## src/rtl/deq_pkg.sv

```systemverilog
`default_nettype none
// ----------------------------------------------------------------------------
// deq_pkg
// Command and status codes shared by the double-ended queue unit.
// ----------------------------------------------------------------------------
package deq_pkg;

  typedef logic [1:0] cmd_t;
  typedef logic [1:0] status_t;

  localparam cmd_t CMD_PUSH_LEFT  = 2'd0;
  localparam cmd_t CMD_PUSH_RIGHT = 2'd1;
  localparam cmd_t CMD_POP_LEFT   = 2'd2;
  localparam cmd_t CMD_POP_RIGHT  = 2'd3;

  localparam status_t ST_DONE      = 2'd0;
  localparam status_t ST_EMPTY_POP = 2'd1;
  localparam status_t ST_FULL_PUSH = 2'd2;

  localparam int VALUE_W = 32;
  localparam int FILL_W  = 7;

endpackage
`default_nettype wire

```

## src/rtl/double_ended_queue_unit.sv

```systemverilog
`default_nettype none
// ----------------------------------------------------------------------------
// double_ended_queue_unit
// Bounded double-ended queue kept in a circular entry RAM.
// ----------------------------------------------------------------------------
// Each input beat carries one command (push or pop at the left or right end)
// and yields exactly one output beat with the popped value, a status code,
// the fill count and empty/full flags. Pushes and refused commands load the
// output register directly; a successful pop first reads the entry RAM, whose
// read is registered. A new beat is taken once the previous result is in the
// output register and that register is free or being drained.
module double_ended_queue_unit
  import deq_pkg::*;
#(
  parameter int DEPTH = 64
) (
  input  wire logic                clk,
  input  wire logic                rst_n,
  input  wire logic                in_valid,
  output logic                     in_stall,
  input  wire logic [1:0]          in_cmd,
  input  wire logic signed [31:0]  in_push_value,
  output logic                     out_valid,
  input  wire logic                out_stall,
  output logic signed [31:0]       out_pop_value,
  output logic [1:0]               out_status,
  output logic [6:0]               out_fill_count,
  output logic                     out_is_empty,
  output logic                     out_is_full
);

  localparam int AW = $clog2(DEPTH);
  localparam int CW = $clog2(DEPTH + 1);
  localparam logic [AW-1:0] LAST = AW'(DEPTH - 1);
  localparam logic [CW-1:0] CAP  = CW'(DEPTH);

  logic [AW-1:0] left_r, left_nxt, right_r, right_nxt;
  logic [CW-1:0] count_r, count_nxt;
  logic          pend_r, pend_nxt;
  logic          out_valid_r, out_valid_nxt;

  logic [VALUE_W-1:0] pop_value_r;
  status_t            status_r, status_nxt;
  logic [FILL_W-1:0]  fill_r;
  logic               empty_r, full_r;

  logic               accept, full, empty;
  logic [AW-1:0]      lm1, lp1, rm1, rp1;
  logic               we, re;
  logic [AW-1:0]      waddr, raddr;
  logic [VALUE_W-1:0] rdata;
  logic [31:0]        count_ext;

  deq_ram #(.WIDTH(VALUE_W), .DEPTH(DEPTH)) u_ram (
    .clk   (clk),
    .we    (we),
    .waddr (waddr),
    .wdata (in_push_value),
    .re    (re),
    .raddr (raddr),
    .rdata (rdata)
  );

  assign in_stall = pend_r || (out_valid_r && out_stall);
  assign accept   = in_valid && !in_stall;
  assign full     = (count_r == CAP);
  assign empty    = (count_r == '0);

  assign lm1 = (left_r == '0) ? LAST : left_r - 1'b1;
  assign lp1 = (left_r == LAST) ? '0 : left_r + 1'b1;
  assign rm1 = (right_r == '0) ? LAST : right_r - 1'b1;
  assign rp1 = (right_r == LAST) ? '0 : right_r + 1'b1;

  always_comb begin
    left_nxt   = left_r;
    right_nxt  = right_r;
    count_nxt  = count_r;
    status_nxt = ST_DONE;
    we         = 1'b0;
    re         = 1'b0;
    waddr      = right_r;
    raddr      = left_r;
    pend_nxt   = 1'b0;
    if (accept) begin
      case (in_cmd)
        CMD_PUSH_LEFT: begin
          if (full) begin
            status_nxt = ST_FULL_PUSH;
          end else begin
            we        = 1'b1;
            waddr     = lm1;
            left_nxt  = lm1;
            count_nxt = count_r + 1'b1;
          end
        end
        CMD_PUSH_RIGHT: begin
          if (full) begin
            status_nxt = ST_FULL_PUSH;
          end else begin
            we        = 1'b1;
            waddr     = right_r;
            right_nxt = rp1;
            count_nxt = count_r + 1'b1;
          end
        end
        CMD_POP_LEFT: begin
          if (empty) begin
            status_nxt = ST_EMPTY_POP;
          end else begin
            re        = 1'b1;
            raddr     = left_r;
            left_nxt  = lp1;
            count_nxt = count_r - 1'b1;
            pend_nxt  = 1'b1;
          end
        end
        default: begin
          if (empty) begin
            status_nxt = ST_EMPTY_POP;
          end else begin
            re        = 1'b1;
            raddr     = rm1;
            right_nxt = rm1;
            count_nxt = count_r - 1'b1;
            pend_nxt  = 1'b1;
          end
        end
      endcase
    end
  end

  assign count_ext = 32'(count_nxt);

  always_comb begin
    out_valid_nxt = out_valid_r;
    if (out_valid_r && !out_stall) begin
      out_valid_nxt = 1'b0;
    end
    if ((accept && !pend_nxt) || pend_r) begin
      out_valid_nxt = 1'b1;
    end
  end

  always_ff @(posedge clk) begin
    if (!rst_n) begin
      left_r      <= '0;
      right_r     <= '0;
      count_r     <= '0;
      pend_r      <= 1'b0;
      out_valid_r <= 1'b0;
    end else begin
      left_r      <= left_nxt;
      right_r     <= right_nxt;
      count_r     <= count_nxt;
      pend_r      <= pend_nxt;
      out_valid_r <= out_valid_nxt;
    end
  end

  always_ff @(posedge clk) begin
    if (accept) begin
      pop_value_r <= '0;
      status_r    <= status_nxt;
      fill_r      <= count_ext[FILL_W-1:0];
      empty_r     <= (count_nxt == '0);
      full_r      <= (count_nxt == CAP);
    end else if (pend_r) begin
      pop_value_r <= rdata;
    end
  end

  assign out_valid      = out_valid_r;
  assign out_pop_value  = pop_value_r;
  assign out_status     = status_r;
  assign out_fill_count = fill_r;
  assign out_is_empty   = empty_r;
  assign out_is_full    = full_r;

endmodule
`default_nettype wire

```

## src/rtl/deq_ram.sv

```systemverilog
`default_nettype none
// ----------------------------------------------------------------------------
// deq_ram
// Simple dual-port RAM, one write port and one read port with registered read.
// ----------------------------------------------------------------------------
module deq_ram #(
  parameter int WIDTH = 32,
  parameter int DEPTH = 64
) (
  input  wire logic                     clk,
  input  wire logic                     we,
  input  wire logic [$clog2(DEPTH)-1:0] waddr,
  input  wire logic [WIDTH-1:0]         wdata,
  input  wire logic                     re,
  input  wire logic [$clog2(DEPTH)-1:0] raddr,
  output logic      [WIDTH-1:0]         rdata
);

  logic [WIDTH-1:0] mem [DEPTH];

  always_ff @(posedge clk) begin
    if (we) begin
      mem[waddr] <= wdata;
    end
    if (re) begin
      rdata <= mem[raddr];
    end
  end

endmodule
`default_nettype wire

```

## config.mk

```make
export PLATFORM = sky130hd
export DESIGN_NAME = double_ended_queue_unit
export DESIGN_NICKNAME = d
export VERILOG_FILES = /design/src/rtl/deq_pkg.sv /design/src/rtl/double_ended_queue_unit.sv /design/src/rtl/deq_ram.sv
export SDC_FILE = /design/constraint.sdc
export NUM_CORES = 2
export LEC_CHECK = 0
export BUFFER_PORTS_ARGS = -buffer_cell sky130_fd_sc_hd__buf_2
export CAP_MARGIN = 20
export CORE_ASPECT_RATIO = 0.75
export CORE_MARGIN = 2
export CORE_UTILIZATION = 25
export CTS_BUF_LIST = sky130_fd_sc_hd__clkbuf_8
export DETAILED_ROUTE_END_ITERATION = 8
export PLACE_DENSITY = 0.49
export REMOVE_ABC_BUFFERS = 1
export SLEW_MARGIN = 20
export SYNTH_ARGS = -nofsm -noshare
export SYNTH_HDL_FRONTEND = slang
export SYNTH_SLANG_ARGS = --single-unit
```

## constraint.sdc

```tcl
create_clock -name clk -period 5.39 [get_ports clk]
set_clock_uncertainty 0.05 [all_clocks]
set_input_delay 0 -clock clk [delete_from_list [all_inputs] [get_ports clk]]
set_output_delay 0 -clock clk [all_outputs]
set_load 0.005 [all_outputs]
```

== Word level (Yosys, flattened, before mapping) ==
Memories as Yosys holds them, arrays and structs flattened. A register that Yosys moved wholly into a read port is not among the register bits.
Index checks and enable logic that the tools add are counted.
W data, S select, Z words.

* Register bits: 64
* Bits in latches: 0
* RAM bits: 2048
* Memory bits (read-only): 0
* Word-level logic and storage cells: 82
* Memories: 1

{| class="wikitable"
|+ Memories
! name !! words !! bits a word !! read ports !! clocked after Yosys merged registers in !! wr ports !! line !! text
|-
| u_ram.mem || 64 || 32 || 1 || 1 || 1 || deq_ram.sv:19 || <nowiki>logic [WIDTH-1:0] mem [DEPTH];</nowiki>
|}

* Add/sub/neg operators: 6
* Multipliers: 0
* Divide/modulo/power cells: 0
* $lt $le $gt $ge: 0
* Eq/ne operators: 10
* Shift-type cells: 0
* Muxes and demuxes: 33
* Bitwise logic cells: 1
* Reductions and logical operators: 21

{| class="wikitable"
|+ Operators with widths
! operator !! number
|-
| $mux W6 || 14
|-
| $mux W7 || 4
|-
| $pmux W6 S2 || 2
|-
| $eq A7 B7 Y1 const B || 2
|-
| $logic_not A7 Y1 || 2
|-
| $add A6 B1 Y6 const B || 2
|-
| $eq A6 B6 Y1 const B || 2
|-
| $logic_not A6 Y1 || 2
|-
| $sub A6 B1 Y6 const B || 2
|-
| $mux W1 || 11
|-
| $reduce_and A4 Y1 || 2
|-
| $add A7 B1 Y7 const B || 1
|-
| $sub A7 B1 Y7 const B || 1
|-
| $ne A2 B2 Y1 const B || 3
|-
| $logic_and A1 B1 Y1 || 4
|-
| $mux W2 || 2
|-
| $reduce_bool A2 Y1 || 2
|-
| $reduce_or A2 Y1 || 2
|-
| $logic_not A1 Y1 || 3
|-
| $reduce_or A3 Y1 || 1
|-
| $eq A2 B1 Y1 const B || 1
|-
| $eq A2 B2 Y1 const B || 1
|-
| $logic_not A2 Y1 || 1
|-
| $logic_or A1 B1 Y1 || 2
|-
| 2 further kinds || 2
|}

== Logic depth before layout (Yosys ltp) ==
* Word-level depth: 9
* Mapped depth: 15
* Mapped depth without buffers: 11

== Modules after synthesis ==
Synthesis repeated with hierarchy kept, for this count alone.

* Cell total of the unflattened synthesis: 3704
* Area, all modules: 82171.3 um^2

{| class="wikitable"
|+ Modules (own cells, without submodules)
! module !! instances !! cells each !! area an instance (um^2) !! seq. area each (um^2)
|-
| deq_ram || 1 || 3324 || 78835.6 || 62459.9
|-
| double_ended_queue_unit || 1 || 380 || 3335.7 || 1391.3
|}

== Worst setup path after synthesis ==
OpenSTA, ideal clock, no wires.

* Kind: register to register
* Start point: register count_r[0]
* End point: memory u_ram.mem[10][0], enable pin
* Data arrival time: 3.754 ns
* Required time: 4.919 ns
* Path slack: 1.165 ns
* Cell stages (with the launch flop): 12
* Buffers on the path: 2
* Period minus slack after synthesis: 4.225 ns
* Path through: dfxtp_1 inv_1 ha_1 nor2b_1 a31oi_1 nand2_1 nor2_1 clkbuf_1 mux2_2 or3_1 clkbuf_1 nor2_1

* Longest elaborated chain between the ends: 6
* Elaborated cells on any way between the ends: 9
* Classes of those cells: 1 x eq/ne; 8 x mux

{| class="wikitable"
|+ RTL lines
! element !! line !! text
|-
| start: declaration || double_ended_queue_unit.sv:38 || <nowiki>logic [CW-1:0] count_r, count_nxt;</nowiki>
|-
| start signal: assignment || double_ended_queue_unit.sv:154 || <nowiki>count_r <= count_nxt;</nowiki>
|-
| $eq A7 B7 Y1 (*) || double_ended_queue_unit.sv:66 || <nowiki>assign full = (count_r == CAP);</nowiki>
|-
| $mux W1 || double_ended_queue_unit.sv:87, double_ended_queue_unit.sv:97 ||
|-
| $mux W1 || - ||
|-
| $mux W1 || double_ended_queue_unit.sv:84 || <nowiki>if (accept) begin</nowiki>
|-
| $mux W1 || deq_ram.sv:22 || <nowiki>if (we) begin</nowiki>
|-
| $mux W1 (implied by the code) || deq_ram.sv:23 || <nowiki>mem[waddr] <= wdata;</nowiki>
|-
| end: declaration || deq_ram.sv:19 ||
|}

Mark *: on every way between the ends. The rest lies on a longest branch, timed or not.

== Worst setup path in the final report ==
* Start point: register count_r[0]
* End point: register u_ram.rdata[29] (read register of u_ram.mem), data pin

* Longest elaborated chain between the ends: 4
* Elaborated cells on any way between the ends: 7
* Classes of those cells: 6 x mux; 1 x reduce/logical

{| class="wikitable"
|+ RTL lines
! element !! line !! text
|-
| $logic_not A7 Y1 (*) || double_ended_queue_unit.sv:67 || <nowiki>assign empty = (count_r == '0);</nowiki>
|-
| $mux W6 or $mux W1 (tied branches) || double_ended_queue_unit.sv:118, double_ended_queue_unit.sv:107 ||
|-
| $mux W6 or $mux W1 (tied branches) || - ||
|-
| $mux W6 or $mux W1 (tied branches) || double_ended_queue_unit.sv:84 ||
|-
| end: declaration || deq_ram.sv:16 || <nowiki>output logic [WIDTH-1:0] rdata</nowiki>
|}

Marks and branches as above.
A chain may end at the register's enable or synchronous reset.

==> out/results.ini <==
[outcome]
status = complete, no violations

[power]
irDropWorstVdd_mv = 0.219
leakagePower_nw = 34.0
p_per_area_nw_per_um2 = 396

[worst_hold_path]
min_path_type = in -> reg
hold_end = u_ram.mem[16][14]
hold_path_startpoint = in_push_value[14]
hold_depth = 2

[clock_tree]
clockBufferDepth = 4
clk_latency_ns = 1.00
ctsResizeCount = 0
ctsHoldBuffers = 46
cts_setup_buffers = 0
cts_sinks = 2144
numCtsBuffers = 366
clk_pin_slew_ns = 0.06
cts-root-buf = clkbuf_8
cts_tree = yes
ctsHtreeMaxLevel = 5

[sta]
hold_viol_final = 0
whs_ns = 0.0699
setup_viol = 0
slew_viol_final = 0
worst_slew_pin_slew_ns = 1.23
finalCritPeriodShare_pct = 93.1
fmax_mhz = 199
slew-limit-headroom_pct = 17.6
rsz0062_at_grt = false
fin_crit_ns = 5.02

[job]
maxCapViolations = 0

[placed_design]
dp_cells = 9761
port_buffers = 82
gp_congestion = 0.798
place.detailed.hpwl_mm = 150

[layout]
area_delta_synth_final_pct = 18.2
final_nets = 5781
drive_gt1_share_pct = 16.2
layout.cells.non_filler = 10500
fin_util_pct = 29.7
final_common_cell = edfxtp_1
final_cell_mix = 2091 x edfxtp_1, 1063 x nand2_1, 448 x mux2i_1

[yosys]
ys.warnings.count = 0
seq_area_frac_synth_pct = 76.7
synth_cell_types = 58
netlist_area_um2 = 83200
synth-edff-count = 2091
synth_flop_cell = edfxtp_1
yosys_register_bits = 2144
synth_area_per_cell_um2 = 15.8
synthCells = 5279
async_flop_share_pct = 0

[die]
coreArea_um2 = 331000
dieArea_um2 = 338000
die_y_um = 504
die_w_um = 670
initial_core_util_pct = 25.1
io_pins = 83
row_count = 183

[routing]
postRouteAntennaNets = 0
drt_first_pass_iters = 9
drt-vias-per-instance = 4.82
num_vias = 50400
wl_per_cell_um = 25.5
drt-total-wl_mm = 267
drc = 0
drt_iter0_drc = 6345

[critical_path]
r2r_slack_ns = 0.37
critPathSlowestCell = mux2i_4
cp-start-kind = flop
cpLargestDelayFamily = compound AO/OA/AOI/OAI gates
cp.buffers_inverters = 4
path_class = reg -> reg
worstPathArrival_ns = 5.63
cp.depth = 12
critPathMaxFanout = 40
cpPeakStageDelay_ns = 0.89
worstReg2RegStart = count_r[0]
crit_path_frequent_cell = buf_4
timing.critical_path.to_type = flop
timing.rr.end = u_ram.rdata[29]
crit_path_cell_trace = inv_1 > ha_1 > nor2b_1 > a31o_4 > nor3_4 > buf_4 > mux2i_4 > buf_12 > o21ai_0 > o311ai_0 > buf_4 > a222oi_1
r2r_cells = 12
cp.required_ns = 6.01

[global_route]
grt_max_degree = 102
antenna_found_initial = 21
grt_pass1_wl_mm = 374
grt_pass1_vias = 48900
grtUsageTotal_pct = 15.3
overflow = 0

-- kinds of logic (layout without fill, tap and decap cells) --
kind of cell	count (synthesis)	after routing	share of synthesized area (%)
DFF	2144	2144	76.7
and+or+nand+nor	1429	1429	7.06
AOI/OAI and AO/OA	821	821	6.92
muxes	518	518	7.21
buffers and inverters	351	1079	1.87
adders and majority gates	8	8	0.120
xor gates and xnor gates	8	8	0.0842
other	0	10	0
-- per-stage QoR --
stage	setup TNS (ns)	instance area (um^2)	setup slack (ns)	power (W)
6_report	0	98300	0.372	0.0390
5_1_grt	0	98300	0.112	0.0404
4_1_cts	0	98300	0.375	0.0392
3_5_place_dp	0	91300	0.374	0.0256
3_3_place_gp	-0.210	91200	-0.210	0.0256
2_1_floorplan	-990.81	81700	-27.00	0.0250
-- flip-flops by register name, indices dropped and copies added, names as in the netlist --
signal,count
left_r,6
u_ram.mem,2048
out_is_empty,1
right_r,6
out_fill_count,7
out_pop_value,32
pend_r,1
u_ram.rdata,32
out_status,2
out_is_full,1
count_r,7
out_valid,1
-- Yosys cell counts (4+ instances only) --
| master | count | area share [%] |
|---|---|---|
| edfxtp_1 | 2091 | 75 |
| nand2_1 | 1065 | 4.8 |
| mux2i_1 | 449 | 5.4 |
| a32oi_1 | 256 | 2.7 |
| a21oi_1 | 247 | 1.5 |
| clkbuf_1 | 153 | 0.69 |
| nor2_1 | 142 | 0.64 |
| buf_2 | 128 | 0.77 |
| a31oi_1 | 74 | 0.56 |
| and3_1 | 71 | 0.53 |
| nor4_1 | 66 | 0.50 |
| o22ai_1 | 66 | 0.50 |
| mux4_2 | 64 | 1.7 |
| dfxtp_1 | 53 | 1.3 |
| o21ai_0 | 53 | 0.32 |
| nand3_1 | 46 | 0.28 |
| buf_1 | 34 | 0.15 |
| a211o_1 | 32 | 0.34 |
| a222oi_1 | 32 | 0.38 |
| o311ai_0 | 26 | 0.27 |
| buf_4 | 18 | 0.16 |
| inv_1 | 16 | 0.072 |
| and2_1 | 9 | 0.068 |
| ha_1 | 8 | 0.12 |
| nor3_1 | 7 | 0.042 |
| nand4_1 | 5 | 0.038 |
| nor2b_1 | 5 | 0.038 |
| xnor2_1 | 5 | 0.053 |
| mux2_2 | 4 | 0.054 |
| o211ai_1 | 4 | 0.036 |
| o221a_2 | 4 | 0.054 |
| o311ai_1 | 4 | 0.042 |
-- worst max-delay path by stage --
stage          startpoint         endpoint
4_1_cts        count_r[0]  u_ram.rdata[29]
5_1_grt        count_r[0]  u_ram.rdata[29]
2_1_floorplan      pend_r  u_ram.rdata[10]
6_report       count_r[0]  u_ram.rdata[29]
3_5_place_dp   count_r[0]  u_ram.rdata[29]
3_3_place_gp   count_r[0]  u_ram.rdata[20]
-- power breakdown --
part | internal, W | switching, W | leakage (nW) | total, W
logic | 0.00212 | 0.00455 | 10.9 | 0.00667
clock network | 0.00699 | 0.00659 | 3.82 | 0.0136
registers | 0.0185 | 0.000155 | 19.2 | 0.0187
-- routing by layer --
| metal | track usage (%) | up-vias | wire (um) |
|---|---|---|---|
| met5 | 0 | - | 27 |
| met4 | 3.86 | 4 | 6120 |
| met3 | 3.03 | 360 | 22500 |
| met2 | 23.0 | 2373 | 116000 |
| met1 | 22.4 | 26100 | 122000 |
| li1 | - | 21500 | - |
-- worst register-to-register path: cells and delay by family, from the launching register on --
kind / cells / cell delay, ns
AO/OA/AOI/OAI: 4 / 1.42
buffers and inverters: 4 / 1.13
multiplexers: 1 / 0.89
AND/OR/NAND/NOR: 2 / 0.63
flip-flops: 1 / 0.37
adder cells (fa/ha/maj): 1 / 0.23
-- layout make-up --
cell class              count  area [um^2]
diodes                     10         25.0
clock buffers             377         5190
clock inverters           263         1400
fillers                 32900       233000
inverters                  17         63.8
multi-input cells        2784        18500
flip-flops and latches   2144        63900
well taps                4440         5560
repair buffers            422         3790
No activity file was read; power rests on OpenSTA's default activity.
